[src/hw/rtl/dvf_pkg.sv]
package dvf_pkg;

   localparam int TABLE_DEPTH_DEF = 16384;
   localparam int WAYS_DEF        = 4;
   localparam int VERTEX_BITS_DEF = 32;
   localparam int OUT_BITS        = 32;

   typedef enum logic [1:0] {
      MODE_VERTEX     = 2'd0,
      MODE_LEVEL_END  = 2'd1,
      MODE_NEW_SEARCH = 2'd2
   } mode_type;

   typedef struct packed {
      logic load_req;
      logic wr_insert;
      logic wr_clear;
      logic out_vertex;
      logic out_done;
      logic ptr_rst;
   } cmd_type;

   typedef struct packed {
      logic hit;
      logic clr_last;
      logic out_free;
   } sts_type;

endpackage

[src/hw/rtl/dvf_ctrl.sv]
module dvf_ctrl (
   input  logic            clock,
   input  logic            reset,
   input  logic            req_valid,
   input  logic [1:0]      req_mode,
   output logic            req_ready,
   input  dvf_pkg::sts_type sts,
   output dvf_pkg::cmd_type cmd
);

   typedef enum logic [3:0] {
      ST_CLEAR = 4'b0001,
      ST_IDLE  = 4'b0010,
      ST_READ  = 4'b0100,
      ST_CMP   = 4'b1000
   } state_type;

   state_type state_ff;
   state_type state_in;
   logic      accept;

   assign req_ready = (state_ff == ST_IDLE) && sts.out_free;
   assign accept    = req_valid && req_ready;

   always_comb begin
      state_in = state_ff;
      cmd      = '0;
      case (state_ff)
         ST_CLEAR: begin
            cmd.wr_clear = 1'b1;
            if (sts.clr_last) begin
               state_in = ST_IDLE;
            end
         end
         ST_IDLE: begin
            if (accept) begin
               cmd.load_req = 1'b1;
               case (dvf_pkg::mode_type'(req_mode))
                  dvf_pkg::MODE_VERTEX: begin
                     state_in = ST_READ;
                  end
                  dvf_pkg::MODE_LEVEL_END: begin
                     cmd.out_done = 1'b1;
                     cmd.ptr_rst  = 1'b1;
                  end
                  dvf_pkg::MODE_NEW_SEARCH: begin
                     cmd.ptr_rst = 1'b1;
                     state_in    = ST_CLEAR;
                  end
                  default: begin
                     state_in = ST_IDLE;
                  end
               endcase
            end
         end
         ST_READ: begin
            state_in = ST_CMP;
         end
         ST_CMP: begin
            if (!sts.hit) begin
               cmd.wr_insert  = 1'b1;
               cmd.out_vertex = 1'b1;
            end
            state_in = ST_IDLE;
         end
         default: begin
            state_in = ST_CLEAR;
         end
      endcase
   end

   always_ff @(posedge clock) begin
      if (reset) begin
         state_ff <= ST_CLEAR;
      end else begin
         state_ff <= state_in;
      end
   end

endmodule

[config.mk]
export PLATFORM = sky130hd
export DESIGN_NAME = dvf_ctrl
export DESIGN_NICKNAME = d
export VERILOG_FILES = /design/src/hw/rtl/dvf_pkg.sv /design/src/hw/rtl/dvf_ctrl.sv
export SDC_FILE = /design/constraint.sdc
export NUM_CORES = 1
export LEC_CHECK = 0
export BUFFER_PORTS_ARGS = -buffer_cell sky130_fd_sc_hd__buf_4
export CAP_MARGIN = 20
export CORE_AREA = 8 8 45 47
export DETAILED_ROUTE_END_ITERATION = 8
export DIE_AREA = 0 0 53 55
export HOLD_SLACK_MARGIN = 0.15
export PLACE_DENSITY = 0.53
export SYNTH_ARGS = -nofsm -noshare
export SYNTH_HDL_FRONTEND = slang
export SYNTH_SLANG_ARGS = --single-unit
[constraint.sdc]
create_clock -name clock -period 2.23 [get_ports clock]
set_clock_uncertainty 0.2 [all_clocks]
set_input_delay 0.223 -clock clock [delete_from_list [all_inputs] [get_ports clock]]
set_output_delay 0.223 -clock clock [all_outputs]
set_load 0.05 [all_outputs]
==> flow_summary.toml <==
[clock_tree]
numCtsBuffers = 3
path_clk_slew_ns = 0.04
htree_levels = 1
cts_tree = "built"
clk_latency_ns = 0.24
clock-sinks = 4
post_cts_resized = 0
clk_path_buf_depth = 2
cts-root-buf = "clkbuf_4"

[synth]
yosysSeqAreaShare = 0.2370
synth_cell_type_count = 21
yosys.area.top_type = "dfxtp_1"
yosys-top-cells-area = "dfxtp_1, ha_1, nor4b_2"
postSynthCellCount = 38
synth.yosys.warnings = 0
synth_area_sq_um = 337.8
post_synth.cell_area_avg_sq_um = 8.890
synth-seq-cells = 4
synth_top_cell_area_share = 0.2370
synth_nets = 50

[timing]
fin_crit_sh = 0.9007
tns_ns = 0
hold_viol = 0
tightestPinTransition_ns = 0.3040
setup_viol = 0
layout_setup_ws_ns = 0.2214
fmax_mhz = 497.9
period_needed_ns = 2.009
relSlewSlack = 0.7948
worst_hold_slack_ns = 0.1680
rsz0062_at_grt = "no"
final_max_slew_viol_count = 0

[pwr]
powerDensity_nw_per_um2 = 572.1
power_w = 0.0002806
ir_worst_vdd_v = 0.0002278
p_leak_nw = 0.2193

[setup_path]
critPathCaptureType = "output pin"
crit_cells = 4
critical_path.slowest_cell = "or4_4"
critPathKind = "register to output pin"
worstPathRequired_ns = 1.81
cp_max_fo = 6
cp.arrival_ns = 1.59
r2r_slack_ns = 0.71
setup.worst_path.start_class = "register"
crit_buf_inv = 2
path_cells = "inv_2 -> or4_4 -> nor2_2 -> buf_4"
rr_startpoint = "state_ff[3]"
r2r_cells = 3
crit_family = "simple AND/OR/NAND/NOR gates"
reg2reg_to = "state_ff[0]"
critPathMaxStageDelay_ns = 0.54

[layout]
drive_gt1_frac = 0.4364
max_flop_register = "state_ff"
reg_top3 = "state_ff x4"
diodes = 0
largest_reg_flops = 4
final_cell_mix = "buf_4, inv_1, ha_1, dfxtp_1"
syn_to_final_growth_pct = 45.19
layout_commonest_cell = "buf_4"
nets = 69

[floorplan]
io_pins = 15
rows = 14
fp.dieArea_sq_um = 2915
die_h_um = 55
initial_utilization = 0.2441
die_w_um = 53
core_area_sq_um = 1384

[global_route]
grt_max_degree = 10
grt.overflow.total = 0
track_usage = 0.07053
antenna_found_initial = 0
grt_pass1_wl_um = 1442
grt_pass1_vias = 336

[worst_hold_path]
hold_path_class = "primary input to register"
min_from = "req_mode[0]"
hold_path_depth = 3
worstHoldEndpoint = "state_ff[2]"

[placed_design]
place_congestion = 0.7059
io_buffer_count = 14
dp_hpwl_um = 649.9
place_ws_ns = 0.4798

[detailed_routing]
vias_per_cell = 4.704
wl_per_cell_um = 11.18
drc = 0
antenna_left = 0
totalWireLength_um = 794
drt_iter0_markers = 5
first_pass_iters = 3
vias = 334

[flow_run]
maxCapViolCount = 0

[outcome]
outcome = "completed"
[layer usage]
metal  global-route usage  part of all wire  up-vias
li1                     -                 -      172
met1              0.07458              0.41      145
met2              0.08984              0.42       12
met3              0.05882              0.14        5
met4              0.05172             0.025        0
met5                    0                 0        -
[worst max path at each step]
stage | start | endpoint
finish | state_ff[3] | cmd[2]
detailed placement | state_ff[3] | cmd[2]
global placement | state_ff[3] | cmd[2]
CTS | state_ff[3] | cmd[2]
global route | state_ff[1] | cmd[0]
floorplan | state_ff[3] | cmd[4]
[per-stage QoR]
stage          std cells    util  area (sq um)
5_1_grt               71  0.3544         490.5
4_1_cts               71  0.3544         490.5
6_report              71  0.3544         490.5
3_3_place_gp          67  0.3309         457.9
2_1_floorplan         38       -         340.3
3_5_place_dp          67  0.3309         457.9
[tightest hold or removal path, stage by stage]
cell and delay [ns]:
buf_4 0.08, ha_1 0.19, nor4b_2 0.06
[synth_stat cells, drive strengths merged]
master and count:
a21o 1, a21oi 1, a31o 1, and2 3
and3 1, buf 1, dfxtp 4, ha 4
inv 6, nand2 1, nor2 1, nor2b 1
nor3 1, nor3b 1, nor4b 4, o21ai 3
o311ai 2, or3 1, or4 1
[repair_timing]
| item | CTS | global route |
|---|---|---|
| hold endpoints to repair | 4 | 0 |
| hold buffers | 1 | 0 |
| setup buffers | 0 | 0 |
[power breakdown]
group	internal, W	leakage (nW)	switching, W
Combinational	0.0000429	0.173	0.0000510
Sequential	0.0000794	0.0327	0.0000153
Clock	0.0000603	0.0138	0.0000316
[kinds of logic after synthesis]
kind of cell / share of synthesized area
compound gates: 0.1593
fa+ha+maj: 0.1482
buf+inv: 0.08889
flops: 0.2370
simple gates: 0.3667
[area by class of cell]
class	instances	area (sq um)
Fill cell	139	893.4
Multi-Input combinational cell	27	230.2
Timing Repair Buffer	15	115.1
Sequential cell	4	80.08
Clock buffer	3	22.52
Inverter	6	22.52
Tap cell	16	20.02
Power figures use the tool's default switching activity.
